File: src/design/icdf_pkg.sv
`default_nettype none

package icdf_pkg;

    // Table geometry and field widths
    localparam int TABLE_DEPTH_DEF = 256;
    localparam int TABLE_SIZE_W    = 9;
    localparam int INDEX_W         = 8;
    localparam int CDF_W           = 32;
    localparam int VALUE_W         = 32;
    localparam int PROD_W          = CDF_W + VALUE_W;

    // Serial divider: quotient bits retired per cycle
    localparam int DIV_BITS  = 2;
    localparam int DIV_STEPS = PROD_W / DIV_BITS;

    // Stream packing
    localparam int S_FIELDS_W  = INDEX_W + CDF_W + VALUE_W + CDF_W;
    localparam int S_TDATA_W   = ((S_FIELDS_W + 7) / 8) * 8;
    localparam int S_IDX_LSB   = 0;
    localparam int S_ECDF_LSB  = S_IDX_LSB + INDEX_W;
    localparam int S_EVAL_LSB  = S_ECDF_LSB + CDF_W;
    localparam int S_QCDF_LSB  = S_EVAL_LSB + VALUE_W;
    localparam int M_FIELDS_W  = VALUE_W + INDEX_W;
    localparam int M_TDATA_W   = ((M_FIELDS_W + 7) / 8) * 8;
    localparam int M_VAL_LSB   = 0;
    localparam int M_LIDX_LSB  = M_VAL_LSB + VALUE_W;
    localparam int STATUS_W    = 2;

    // Configuration registers
    localparam int CFG_IDX_W  = 4;
    localparam int CFG_DATA_W = TABLE_SIZE_W;
    localparam logic [CFG_IDX_W-1:0]    CFG_TABLE_SIZE  = CFG_IDX_W'(0);
    localparam logic [CFG_IDX_W-1:0]    CFG_INTERPOLATE = CFG_IDX_W'(1);
    localparam logic [TABLE_SIZE_W-1:0] TABLE_SIZE_RST  = TABLE_SIZE_W'(2);
    localparam logic                    INTERP_RST      = 1'b1;

    // Request kinds
    localparam logic MODE_LOAD  = 1'b0;
    localparam logic MODE_QUERY = 1'b1;

    typedef enum logic [STATUS_W-1:0] {
        ST_OK    = 2'd0,
        ST_EQUAL = 2'd1,
        ST_SAT   = 2'd2
    } t_status;

    typedef enum logic [3:0] {
        S_IDLE,
        S_LOAD,
        S_SEARCH_RD,
        S_SEARCH_CMP,
        S_RD_HI,
        S_CAP_HI,
        S_DIFF,
        S_MUL,
        S_DSTART,
        S_DIV,
        S_FIN,
        S_OUT
    } t_state;

    typedef enum logic [1:0] {
        ADDR_MID,
        ADDR_LO,
        ADDR_HI
    } t_addr_sel;

    typedef struct packed {
        logic      capture;
        logic      mem_write;
        t_addr_sel addr_sel;
        logic      search_cmp;
        logic      cap_lo;
        logic      cap_hi;
        logic      diff;
        logic      mul;
        logic      div_start;
        logic      finish;
        logic      push;
    } t_dp_cmd;

    typedef struct packed {
        logic in_query;
        logic search_more;
        logic use_math;
        logic div_done;
        logic out_free;
    } t_dp_sts;

endpackage

`default_nettype wire

File: src/design/icdf_ctrl.sv
`default_nettype none

module icdf_ctrl import icdf_pkg::*; (
    input  wire logic    i_clk,
    input  wire logic    i_rst_n,
    input  wire logic    i_in_valid,
    output logic         o_in_ready,
    input  wire t_dp_sts i_sts,
    output t_dp_cmd      o_cmd
);

    t_state r_state;
    t_state n_state;

    always_ff @(posedge i_clk) begin
        if (!i_rst_n) begin
            r_state <= S_IDLE;
        end else begin
            r_state <= n_state;
        end
    end

    // Next state
    always_comb begin
        n_state = r_state;
        unique case (r_state)
            S_IDLE: begin
                if (i_in_valid) begin
                    n_state = i_sts.in_query ? S_SEARCH_RD : S_LOAD;
                end
            end
            S_LOAD:       n_state = S_FIN;
            S_SEARCH_RD:  n_state = i_sts.search_more ? S_SEARCH_CMP : S_RD_HI;
            S_SEARCH_CMP: n_state = S_SEARCH_RD;
            S_RD_HI:      n_state = S_CAP_HI;
            S_CAP_HI:     n_state = S_DIFF;
            S_DIFF:       n_state = i_sts.use_math ? S_MUL : S_FIN;
            S_MUL:        n_state = S_DSTART;
            S_DSTART:     n_state = S_DIV;
            S_DIV: begin
                if (i_sts.div_done) begin
                    n_state = S_FIN;
                end
            end
            S_FIN:        n_state = S_OUT;
            S_OUT: begin
                if (i_sts.out_free) begin
                    n_state = S_IDLE;
                end
            end
            default:      n_state = S_IDLE;
        endcase
    end

    // Datapath commands
    always_comb begin
        o_cmd          = '0;
        o_cmd.addr_sel = ADDR_LO;
        o_in_ready     = 1'b0;
        unique case (r_state)
            S_IDLE: begin
                o_in_ready    = 1'b1;
                o_cmd.capture = i_in_valid;
            end
            S_LOAD:       o_cmd.mem_write = 1'b1;
            S_SEARCH_RD:  o_cmd.addr_sel = i_sts.search_more ? ADDR_MID : ADDR_LO;
            S_SEARCH_CMP: o_cmd.search_cmp = 1'b1;
            S_RD_HI: begin
                o_cmd.addr_sel = ADDR_HI;
                o_cmd.cap_lo   = 1'b1;
            end
            S_CAP_HI:     o_cmd.cap_hi = 1'b1;
            S_DIFF:       o_cmd.diff = 1'b1;
            S_MUL:        o_cmd.mul = 1'b1;
            S_DSTART:     o_cmd.div_start = 1'b1;
            S_DIV:        ;
            S_FIN:        o_cmd.finish = 1'b1;
            S_OUT:        o_cmd.push = i_sts.out_free;
            default:      ;
        endcase
    end

endmodule

`default_nettype wire

File: config.mk
export PLATFORM = sky130hd
export DESIGN_NAME = icdf_ctrl
export DESIGN_NICKNAME = d
export VERILOG_FILES = /design/src/design/icdf_pkg.sv /design/src/design/icdf_ctrl.sv
export SDC_FILE = /design/constraint.sdc
export NUM_CORES = 1
export LEC_CHECK = 0
export BUFFER_PORTS_ARGS = -buffer_cell sky130_fd_sc_hd__buf_4
export CAP_MARGIN = 40
export CORE_AREA = 2 2 39 41
export DETAILED_ROUTE_END_ITERATION = 10
export DIE_AREA = 0 0 41 43
export MAX_ROUTING_LAYER = met4
export PLACE_DENSITY = 0.62
export SETUP_SLACK_MARGIN = 0.02
export SLEW_MARGIN = 20
export SYNTH_ARGS = -nofsm -noshare
export SYNTH_HDL_FRONTEND = slang
export SYNTH_SLANG_ARGS = --single-unit
File: constraint.sdc
create_clock -name i_clk -period 1.19 [get_ports i_clk]
set_clock_uncertainty 0.15 [all_clocks]
set_input_delay 0.238 -clock i_clk [delete_from_list [all_inputs] [get_ports i_clk]]
set_output_delay 0.238 -clock i_clk [all_outputs]
set_load 0.05 [all_outputs]
==> results by group, run 1 <==
Outcome
  • Status: finished with violations
  • Failing checks: negative setup slack

Global routing
  • Largest net degree at the start of global routing: 11
  • GRT Total Usage: 0.219
  • Global-route wire length before repair: 2.62 mm
  • Vias in the first global route: 638
  • GR Util met1: 0.252
  • Gr ovfl total: 0
  • GR peak layer: met2
  • Met3 Resource Use GR: 0.0838
  • Routing usage on met2: 0.356
  • Initial antenna violation count: 0

Setup path
  • Crit Reg-Reg Endpoint: r_state[3]$_SDFFE_PN0P_
  • CP endpoint kind: primary output
  • Element type at the critical path start: register
  • Buf/Inv on CP: 1
  • Worst-path maximum fanout: 9
  • CP arrival: 1.26 ns
  • CP Class: register to primary output
  • CP delay by family, top: flip-flops
  • Stages on the worst setup path: 3
  • R2R depth: 6
  • CP max-delay cell: dfxtp_4
  • Max incr delay on CP: 0.41 ns
  • R2R setup slack: -0.22 ns
  • CP Data Required Time: 0.80 ns
  • Reg2Reg Launch Point: r_state[1]$_SDFFE_PN0P_
  • Worst-path cell chain: nand2_1 -> a211o_4 -> buf_6

Job
  • Max cap viols: 0

Floorplan
  • DIE HEIGHT: 43 microns
  • Core Region: 0.00138 sq mm
  • Initial Util: 0.304
  • DIE AREA: 0.00176 sq mm
  • I/O pin count: 21
  • FP Rows: 14
  • Die Wd: 41 microns

Synthesis
  • Mapped Cells: 63
  • Post-synth top cells: nor2_1, nor3_1, o21ai_0
  • Mapped Avg Cell Area: 6.67 sq um
  • Number of synthesized flops with an enable pin: 0
  • Sequential-to-total area share from yosys stat: 0.190
  • Synth top area share: 0.190
  • Unique cell type count in the Yosys netlist: 28
  • Synth warnings: 0
  • Synth Flop Type: dfxtp_1
  • Ys async rst share: 0
  • Yosys reg bits: 4
  • Most common cell in the synthesized netlist: nor2_1
  • Synth area leaders: dfxtp_1, nor2_1, buf_6
  • Syn_nets: 71
  • Post-synthesis cell area: 420 sq um
  • Dominant cell type by area after synthesis: dfxtp_1

Routing
  • Vias per cell: 5.20
  • Initial DRC count: 3
  • WL/cell: 13.1 microns
  • First-pass DRT Iterations: 4
  • Post-route ant nets: 0
  • Final wirelength: 1.58 mm
  • DRC errors left: 0
  • Detailed-route via count: 624

Clocking
  • Root Buffer: clkbuf_4
  • Reg clk slew, reported paths: 0.05 ns
  • Clock Latency Late Sink: 0.25 ns
  • Clk sink count: 4
  • CTS tree: built
  • CTS buffer count: 3
  • CTS H-tree lvls: 1
  • Deepest clock path buffer count: 2

Cells and area
  • Final Net Count: 113
  • Layout cells sized above 1: 0.692
  • Synth-to-layout area growth: 126%
  • Diode count: 0
  • Register with the most flip-flops: r_state
  • Biggest regs: r_state (4)
  • Max reg flops: 4

Pwr
  • Internal power: 1.41 mW
  • PwrDens: 3070 mW/mm^2
  • Gate power share: 0.795
  • Sw Pwr: 1.50 mW
  • Seq pwr share: 0.135
  • Leak pwr: 0.406 nW
  • Sw frac: 0.515
  • Clock share of power: 0.069
  • Peak VDD IR: 1.57 mV

Min path
  • WHS Path Cells: 3
  • Hold Startpoint: i_rst_n
  • WHS Endpoint: r_state[3]$_SDFFE_PN0P_
  • Class of the worst hold path: primary input to register

Timing
  • Final Cycle Share: 1.39
  • Tightest Pin Transition: 0.235 ns
  • Tmin final: 1.65 ns
  • # setup viols final: 17
  • Slew HR: 0.842
  • Fmax: 0.606 GHz
  • Count of pins over their slew limit: 0
  • Final Hold Fails: 0
  • Worst Hold Slack: 0.104 ns
  • Final setup TNS: -6.00 ns
  • Unrepaired setup endpoints after global routing: true
  • Setup WS post-layout: -0.460 ns

Place
  • HPWL after detailed placement: 1.09 mm
  • I/O Buffers: 20
  • Routability cong.: 0.865
-- what timing repair did --
action,in CTS,in global routing
gates cloned,0,0
hold buffers,0,0
pin swaps,3,3
setup endpoints to repair,17,17
hold endpoints to repair,0,0
gates resized for setup,24,8
setup buffers,4,0
-- metrics by stage --
stage | cell area, sq um | setup WS [ns] | power [mW] | cells | util
after floorplan | 543 | -0.660 | 1.78 | 63 | -
after global placement | 792 | -0.327 | 2.37 | 112 | 0.572
after detailed placement | 792 | -0.347 | 2.39 | 112 | 0.572
after CTS | 927 | -0.458 | 2.87 | 120 | 0.670
after global routing | 951 | -0.500 | 3.11 | 120 | 0.687
final | 951 | -0.460 | 2.92 | 120 | 0.687
-- cell families (layout without fill, tap and decap cells) --
family / after synthesis / in the layout / synth area share
AOI/OAI and AO/OA: 20 / 20 / 0.307
buffers and inverters: 10 / 51 / 0.155
DFF: 4 / 4 / 0.190
and+or+nand+nor: 29 / 29 / 0.348
-- layout make-up --
class / instances / area (sq um)
Fill cell: 120 / 433
Inverter: 5 / 18.8
Tap cell: 16 / 20.0
Multi-Input combinational cell: 49 / 407
Clock buffer: 4 / 26.3
Sequential cell: 4 / 92.6
Timing Repair Buffer: 42 / 387
-- layout by cell type (no fill, tap or decap), drive strengths merged, types with 2 or more instances in the layout --
cell type / instances
inv: 5
a21oi: 4
o21ai: 7
a211o: 2
o2111ai: 2
nand3: 2
clkbuf: 4
nor3: 6
nand2: 5
dfxtp: 4
nand2b: 2
nor2: 9
buf: 42
-- power by group through the flow --
stage / Clock, mW / Sequential, mW / Combinational (mW)
floorplan: 0 / 0.314 / 1.47
global placement: 0 / 0.391 / 1.97
detailed placement: 0 / 0.394 / 2.00
CTS: 0.197 / 0.392 / 2.28
global route: 0.218 / 0.413 / 2.48
finish: 0.202 / 0.395 / 2.32
-- layer usage --
| metal | vias to the layer above | share of wire | wire length, microns |
|---|---|---|---|
| met3 | 2 | 0.044 | 70 |
| met5 | - | 0 | 0 |
| met4 | 0 | 0.0095 | 15 |
| met1 | 296 | 0.38 | 600 |
| li1 | 310 | - | - |
| met2 | 16 | 0.56 | 890 |
-- worst max path at each step --
| stage | startpoint | endpoint |
|---|---|---|
| floorplan | r_state[2]$_SDFFE_PN0P_ | o_cmd[11] |
| global placement | r_state[0]$_SDFFE_PN0P_ | o_cmd[1] |
| detailed placement | r_state[0]$_SDFFE_PN0P_ | o_cmd[1] |
| CTS | r_state[1]$_SDFFE_PN0P_ | o_cmd[8] |
| global route | r_state[1]$_SDFFE_PN0P_ | o_cmd[8] |
| finish | r_state[2]$_SDFFE_PN0P_ | o_cmd[8] |
-- tightest hold or removal path, delay by kind of cell --
family	cells	cell delay (ns)
AO/OA/AOI/OAI	1	0.04
buffers and inverters	2	0.18
Note: power is estimated with default switching activity, not from simulation.
==> inputs of run 2 (changes only) <==
--- a/config.mk
+++ b/config.mk
@@ -5,13 +5,13 @@
 export SDC_FILE = /design/constraint.sdc
 export NUM_CORES = 1
 export LEC_CHECK = 0
-export BUFFER_PORTS_ARGS = -buffer_cell sky130_fd_sc_hd__buf_4
 export CAP_MARGIN = 40
 export CORE_AREA = 2 2 39 41
 export DETAILED_ROUTE_END_ITERATION = 10
 export DIE_AREA = 0 0 41 43
+export DONT_BUFFER_PORTS = 1
 export MAX_ROUTING_LAYER = met4
-export PLACE_DENSITY = 0.62
+export PLACE_DENSITY = 0.48
 export SETUP_SLACK_MARGIN = 0.02
 export SLEW_MARGIN = 20
 export SYNTH_ARGS = -nofsm -noshare
==> run 2 against run 1 <==
Net effect:
- the flow still finishes with violations (negative setup slack)
- register-to-register slack about the same
- clock power is 4% lower
- final area is 2.2% higher
- utilization rose by 1.5 points
- sequential share of layout area hardly changed
- worst setup slack better by 0.0051 ns
- routed wire length fell by 2.2%
- via count down 7.7%
- critical endpoint is now o_cmd[11]
- largest cell class unchanged
==> results by group, run 2 (same netlist as run 1, synthesis figures left out) <==
Timing
  • Tmin final: 1.64 ns
  • Slew HR: 0.850
  • Final Hold Fails: 0
  • Tightest Pin Transition: 0.224 ns
  • Final setup TNS: -5.69 ns
  • Final Cycle Share: 1.38
  • Fmax: 0.608 GHz
  • # setup viols final: 17
  • Count of pins over their slew limit: 0
  • Setup WS post-layout: -0.455 ns
  • Unrepaired setup endpoints after global routing: true

Setup path
  • CP Data Required Time: 0.80 ns
  • CP arrival: 1.26 ns
  • CP endpoint kind: primary output
  • Worst-path maximum fanout: 4
  • Element type at the critical path start: register
  • CP Class: register to primary output

Place
  • Placed Area: 759 sq um
  • Routability cong.: 0.826
  • HPWL after detailed placement: 992 microns
  • Pre-CTS setup slack: -0.260 ns
  • I/O Buffers: 0

Cells and area
  • Commonest cells after routing, fill and taps aside: buf_4, buf_6, buf_12
  • Biggest regs: r_state (4)
  • Register with the most flip-flops: r_state
  • Filler instances: 99
  • Layout cells sized above 1: 0.717
  • Max reg flops: 4
  • Final Net Count: 101
  • Design Area, Final: 972 sq um
  • Diode count: 0
  • Synth-to-layout area growth: 131%
  • Post-layout util: 0.703

Pwr
  • PwrDens: 3130 mW/mm^2
  • Seq pwr share: 0.135
  • Gate power share: 0.802
  • Clock share of power: 0.063
  • Internal power: 1.44 mW
  • Leak pwr: 0.361 nW
  • Sw frac: 0.527
  • Sw Pwr: 1.60 mW
  • Peak VDD IR: 2.04 mV

Job
  • Max cap viols: 0

Routing
  • First-pass DRT Iterations: 4
  • Detailed-route via count: 576
  • WL/cell: 14.3 microns
  • DRC errors left: 0
  • Vias per cell: 5.33
  • Post-route ant nets: 0
  • Final wirelength: 1.54 mm
  • Initial DRC count: 3

Clocking
  • Clock Latency Late Sink: 0.25 ns
  • Deepest clock path buffer count: 2
  • CTS buffer count: 3
  • Root Buffer: clkbuf_4
  • CTS H-tree lvls: 1
  • Reg clk slew, reported paths: 0.03 ns
  • Clk sink count: 4
  • CTS tree: built

Floorplan
  • Initial Util: 0.304
  • Core Region: 0.00138 sq mm
  • FP Rows: 14
  • DIE AREA: 0.00176 sq mm
  • DIE HEIGHT: 43 microns
  • Die Wd: 41 microns
  • I/O pin count: 21

Global routing
  • Vias in the first global route: 565
  • Gr ovfl total: 0
  • Initial antenna violation count: 0
  • Largest net degree at the start of global routing: 11
  • Global-route wire length before repair: 2.59 mm
  • GRT Total Usage: 0.223

Min path
  • Class of the worst hold path: primary input to register

Outcome
  • Status: finished with violations
  • Failing checks: negative setup slack
run 2: worst paths after layout:
path,start,end,slack [ns],depth (start not counted)
hold reg to reg,r_state[0]$_SDFFE_PN0P_,r_state[3]$_SDFFE_PN0P_,0.56,2
hold / removal,i_rst_n,r_state[2]$_SDFFE_PN0P_,0.02,1
setup / recovery,r_state[3]$_SDFFE_PN0P_,o_cmd[11],-0.45,3
setup reg to reg,r_state[1]$_SDFFE_PN0P_,r_state[0]$_SDFFE_PN0P_,-0.21,7
run 2: layout make-up:
cell class,count,area (sq um),area share
Inverter,5,21.3,0.0219
Multi-Input combinational cell,49,453,0.466
Clock buffer,4,26.3,0.0270
Tap cell,16,20.0,0.0206
Sequential cell,4,95.1,0.0978
Timing Repair Buffer,30,357,0.367
run 2: metal layers:
metal / vias up / part of all wire / global-route usage
li1: 286 / - / -
met1: 270 / 0.42 / 0.264
met2: 17 / 0.53 / 0.344
met3: 3 / 0.042 / 0.0576
met4: 0 / 0.011 / 0.0933
met5: - / 0 / -
run 2: power by group through the flow:
| stage | Combinational, mW | Sequential [mW] | Clock, mW |
|---|---|---|---|
| 6_report | 2.44 | 0.410 | 0.193 |
| 5_1_grt | 2.58 | 0.423 | 0.205 |
| 4_1_cts | 2.27 | 0.386 | 0.197 |
| 3_5_place_dp | 1.89 | 0.385 | 0 |
| 3_3_place_gp | 1.88 | 0.384 | 0 |
| 2_1_floorplan | 1.47 | 0.314 | 0 |
run 2: per-stage QoR:
step | hold slack (ns) | instances | power, mW
3_5_place_dp | 0.209 | 96 | 2.28
5_1_grt | 0.0256 | 108 | 3.21
3_3_place_gp | 0.204 | 96 | 2.27
4_1_cts | 0.00175 | 106 | 2.85
2_1_floorplan | 0.197 | 63 | 1.78
6_report | 0.0161 | 108 | 3.04
run 2: repair_timing:
item	CTS	global route
setup buffers	6	3
setup endpoints to repair	17	17
cloned	0	0
hold buffers	1	0
hold endpoints to repair	2	0
resized for setup	27	12
pin swaps	9	8
run 2: critical path: stages, from the launching register on:
cell and delay (ns):
dfxtp_4 0.35, buf_6 0.12, nor4_4 0.27, and2_4 0.28
==> inputs of run 3 (changes only) <==
--- a/config.mk
+++ b/config.mk
@@ -5,13 +5,13 @@
 export SDC_FILE = /design/constraint.sdc
 export NUM_CORES = 1
 export LEC_CHECK = 0
+export BUFFER_PORTS_ARGS = -buffer_cell sky130_fd_sc_hd__buf_4
 export CAP_MARGIN = 40
-export CORE_AREA = 2 2 39 41
+export CORE_AREA = 5 5 42 44
 export DETAILED_ROUTE_END_ITERATION = 10
-export DIE_AREA = 0 0 41 43
-export DONT_BUFFER_PORTS = 1
+export DIE_AREA = 0 0 47 49
 export MAX_ROUTING_LAYER = met4
-export PLACE_DENSITY = 0.48
+export PLACE_DENSITY = 0.62
 export SETUP_SLACK_MARGIN = 0.02
 export SLEW_MARGIN = 20
 export SYNTH_ARGS = -nofsm -noshare
==> run 3 against run 2 <==
Net effect:
- the flow still finishes with violations (negative setup slack)
- clock power increased by 4%
- highest routed layer unchanged
- utilization up 4.3 points
- register-to-register slack worse by 0.07 ns
- total power up 10%
==> results by group, run 3 (same netlist as run 1, synthesis figures left out) <==
Cells and area
  • Biggest regs: r_state (4)
  • Filler instances: 103
  • Area of the multi-input gates: 459 sq um
  • Fin cells: 123
  • Commonest cells after routing, fill and taps aside: buf_4, buf_6, nor2_4
  • Post-layout util: 0.746
  • Max reg flops: 4
  • Register with the most flip-flops: r_state
  • Storage cell area: 92.6 sq um
  • Final Net Count: 116
  • Synth-to-layout area growth: 149%
  • Diode count: 0
  • Design Area, Final: 0.00104 sq mm
  • Leading cell type in the layout, fill and taps excluded: buf_4
  • Layout cells sized above 1: 0.766

Clocking
  • Reg clk slew, reported paths: 0.05 ns
  • CTS Hold Bufs: 0
  • Clk sink count: 4
  • Clock Latency Late Sink: 0.25 ns
  • CTS tree: built
  • Root Buffer: clkbuf_4
  • CTS H-tree lvls: 1
  • Deepest clock path buffer count: 2
  • CTS buffer count: 3

Global routing
  • Largest net degree at the start of global routing: 9
  • GR Util met1: 0.200
  • Routing usage on met2: 0.294
  • Vias in the first global route: 646
  • Met3 Resource Use GR: 0.0480
  • Initial antenna violation count: 0
  • Gr ovfl total: 0
  • Global-route wire length before repair: 2.92 mm
  • GRT Total Usage: 0.176
  • GR peak layer: met2

Timing
  • Worst Hold Slack: 0.135 ns
  • Fmax: 0.608 GHz
  • Tmin final: 1.65 ns
  • Count of pins over their slew limit: 0
  • Unrepaired setup endpoints after global routing: true
  • Tightest Pin Transition: 0.234 ns
  • Final Cycle Share: 1.38
  • Setup WS post-layout: -0.456 ns
  • Slew HR: 0.843
  • # setup viols final: 17
  • Final Hold Fails: 0

Floorplan
  • FP Rows: 14
  • Die Wd: 47 microns
  • DIE HEIGHT: 49 microns
  • Core Region: 0.00140 sq mm
  • I/O pin count: 21
  • Initial Util: 0.300
  • DIE AREA: 0.00230 sq mm

Place
  • HPWL after detailed placement: 1.18 mm
  • Placed Cells: 114
  • Routability cong.: 0.891
  • Placed Area: 807 sq um
  • I/O Buffers: 20

Pwr
  • PwrDens: 3210 mW/mm^2
  • Peak VDD IR: 1.73 mV
  • Leak pwr: 0.439 nW

Routing
  • Final wirelength: 1.95 mm
  • DRC errors left: 0
  • Vias per cell: 5.24
  • Post-route ant nets: 0
  • WL/cell: 15.9 microns
  • Initial DRC count: 11
  • First-pass DRT Iterations: 4
  • Detailed-route via count: 644

Setup path
  • Worst-path maximum fanout: 7
  • CP Data Required Time: 0.80 ns
  • Element type at the critical path start: register
  • CP Class: register to primary output
  • CP endpoint kind: primary output
  • CP arrival: 1.26 ns

Job
  • Max cap viols: 0

Min path
  • Class of the worst hold path: primary input to register

Outcome
  • Failing checks: negative setup slack
  • Status: finished with violations
run 3: repair_timing:
item / in CTS / in global routing
endpoints found under the setup margin: 17 / 17
buffers inserted: 3 / 3
pin swaps: 12 / 10
resized for setup: 36 / 15
run 3: final cells by class:
| cell class | count | share of cell area |
|---|---|---|
| clock buffers | 4 | 0.0251 |
| inverters | 5 | 0.0180 |
| multi-input cells | 49 | 0.440 |
| flip-flops and latches | 4 | 0.0886 |
| well taps | 16 | 0.0192 |
| repair buffers | 45 | 0.410 |
run 3: worst paths after layout:
check	slack, ns	cells past startpoint	to	from
max	-0.46	3	o_cmd[8]	r_state[0]$_SDFFE_PN0P_
min	0.14	3	r_state[3]$_SDFFE_PN0P_	i_rst_n
max reg2reg	-0.28	6	r_state[2]$_SDFFE_PN0P_	r_state[1]$_SDFFE_PN0P_
min reg2reg	0.43	2	r_state[1]$_SDFFE_PN0P_	r_state[0]$_SDFFE_PN0P_
run 3: per-layer routing:
layer,wire length (microns),vias to the layer above
li1,-,313
met1,729,302
met2,1080,22
met3,85,7
met4,61,0
met5,0,-
run 3: critical path, cell delays in order, from the launching register on:
cell and delay, ns:
dfxtp_4 0.37, buf_4 0.17, a211o_4 0.31, buf_8 0.15
run 3: power breakdown:
part	switching (mW)	internal [mW]	total, mW	leakage [nW]
Sequential	0.157	0.231	0.388	0.0353
Combinational	1.48	1.29	2.77	0.389
Clock	0.0743	0.127	0.201	0.0150
Total	1.71	1.65	3.36	0.439
run 3: through the flow:
step,power [mW],TNS [ns],setup slack [ns]
CTS,3.03,-6.00,-0.457
floorplan,1.78,-4.40,-0.660
detailed placement,2.45,-3.75,-0.334
finish,3.36,-6.04,-0.456
global route,3.55,-6.96,-0.502
global placement,2.43,-3.50,-0.294
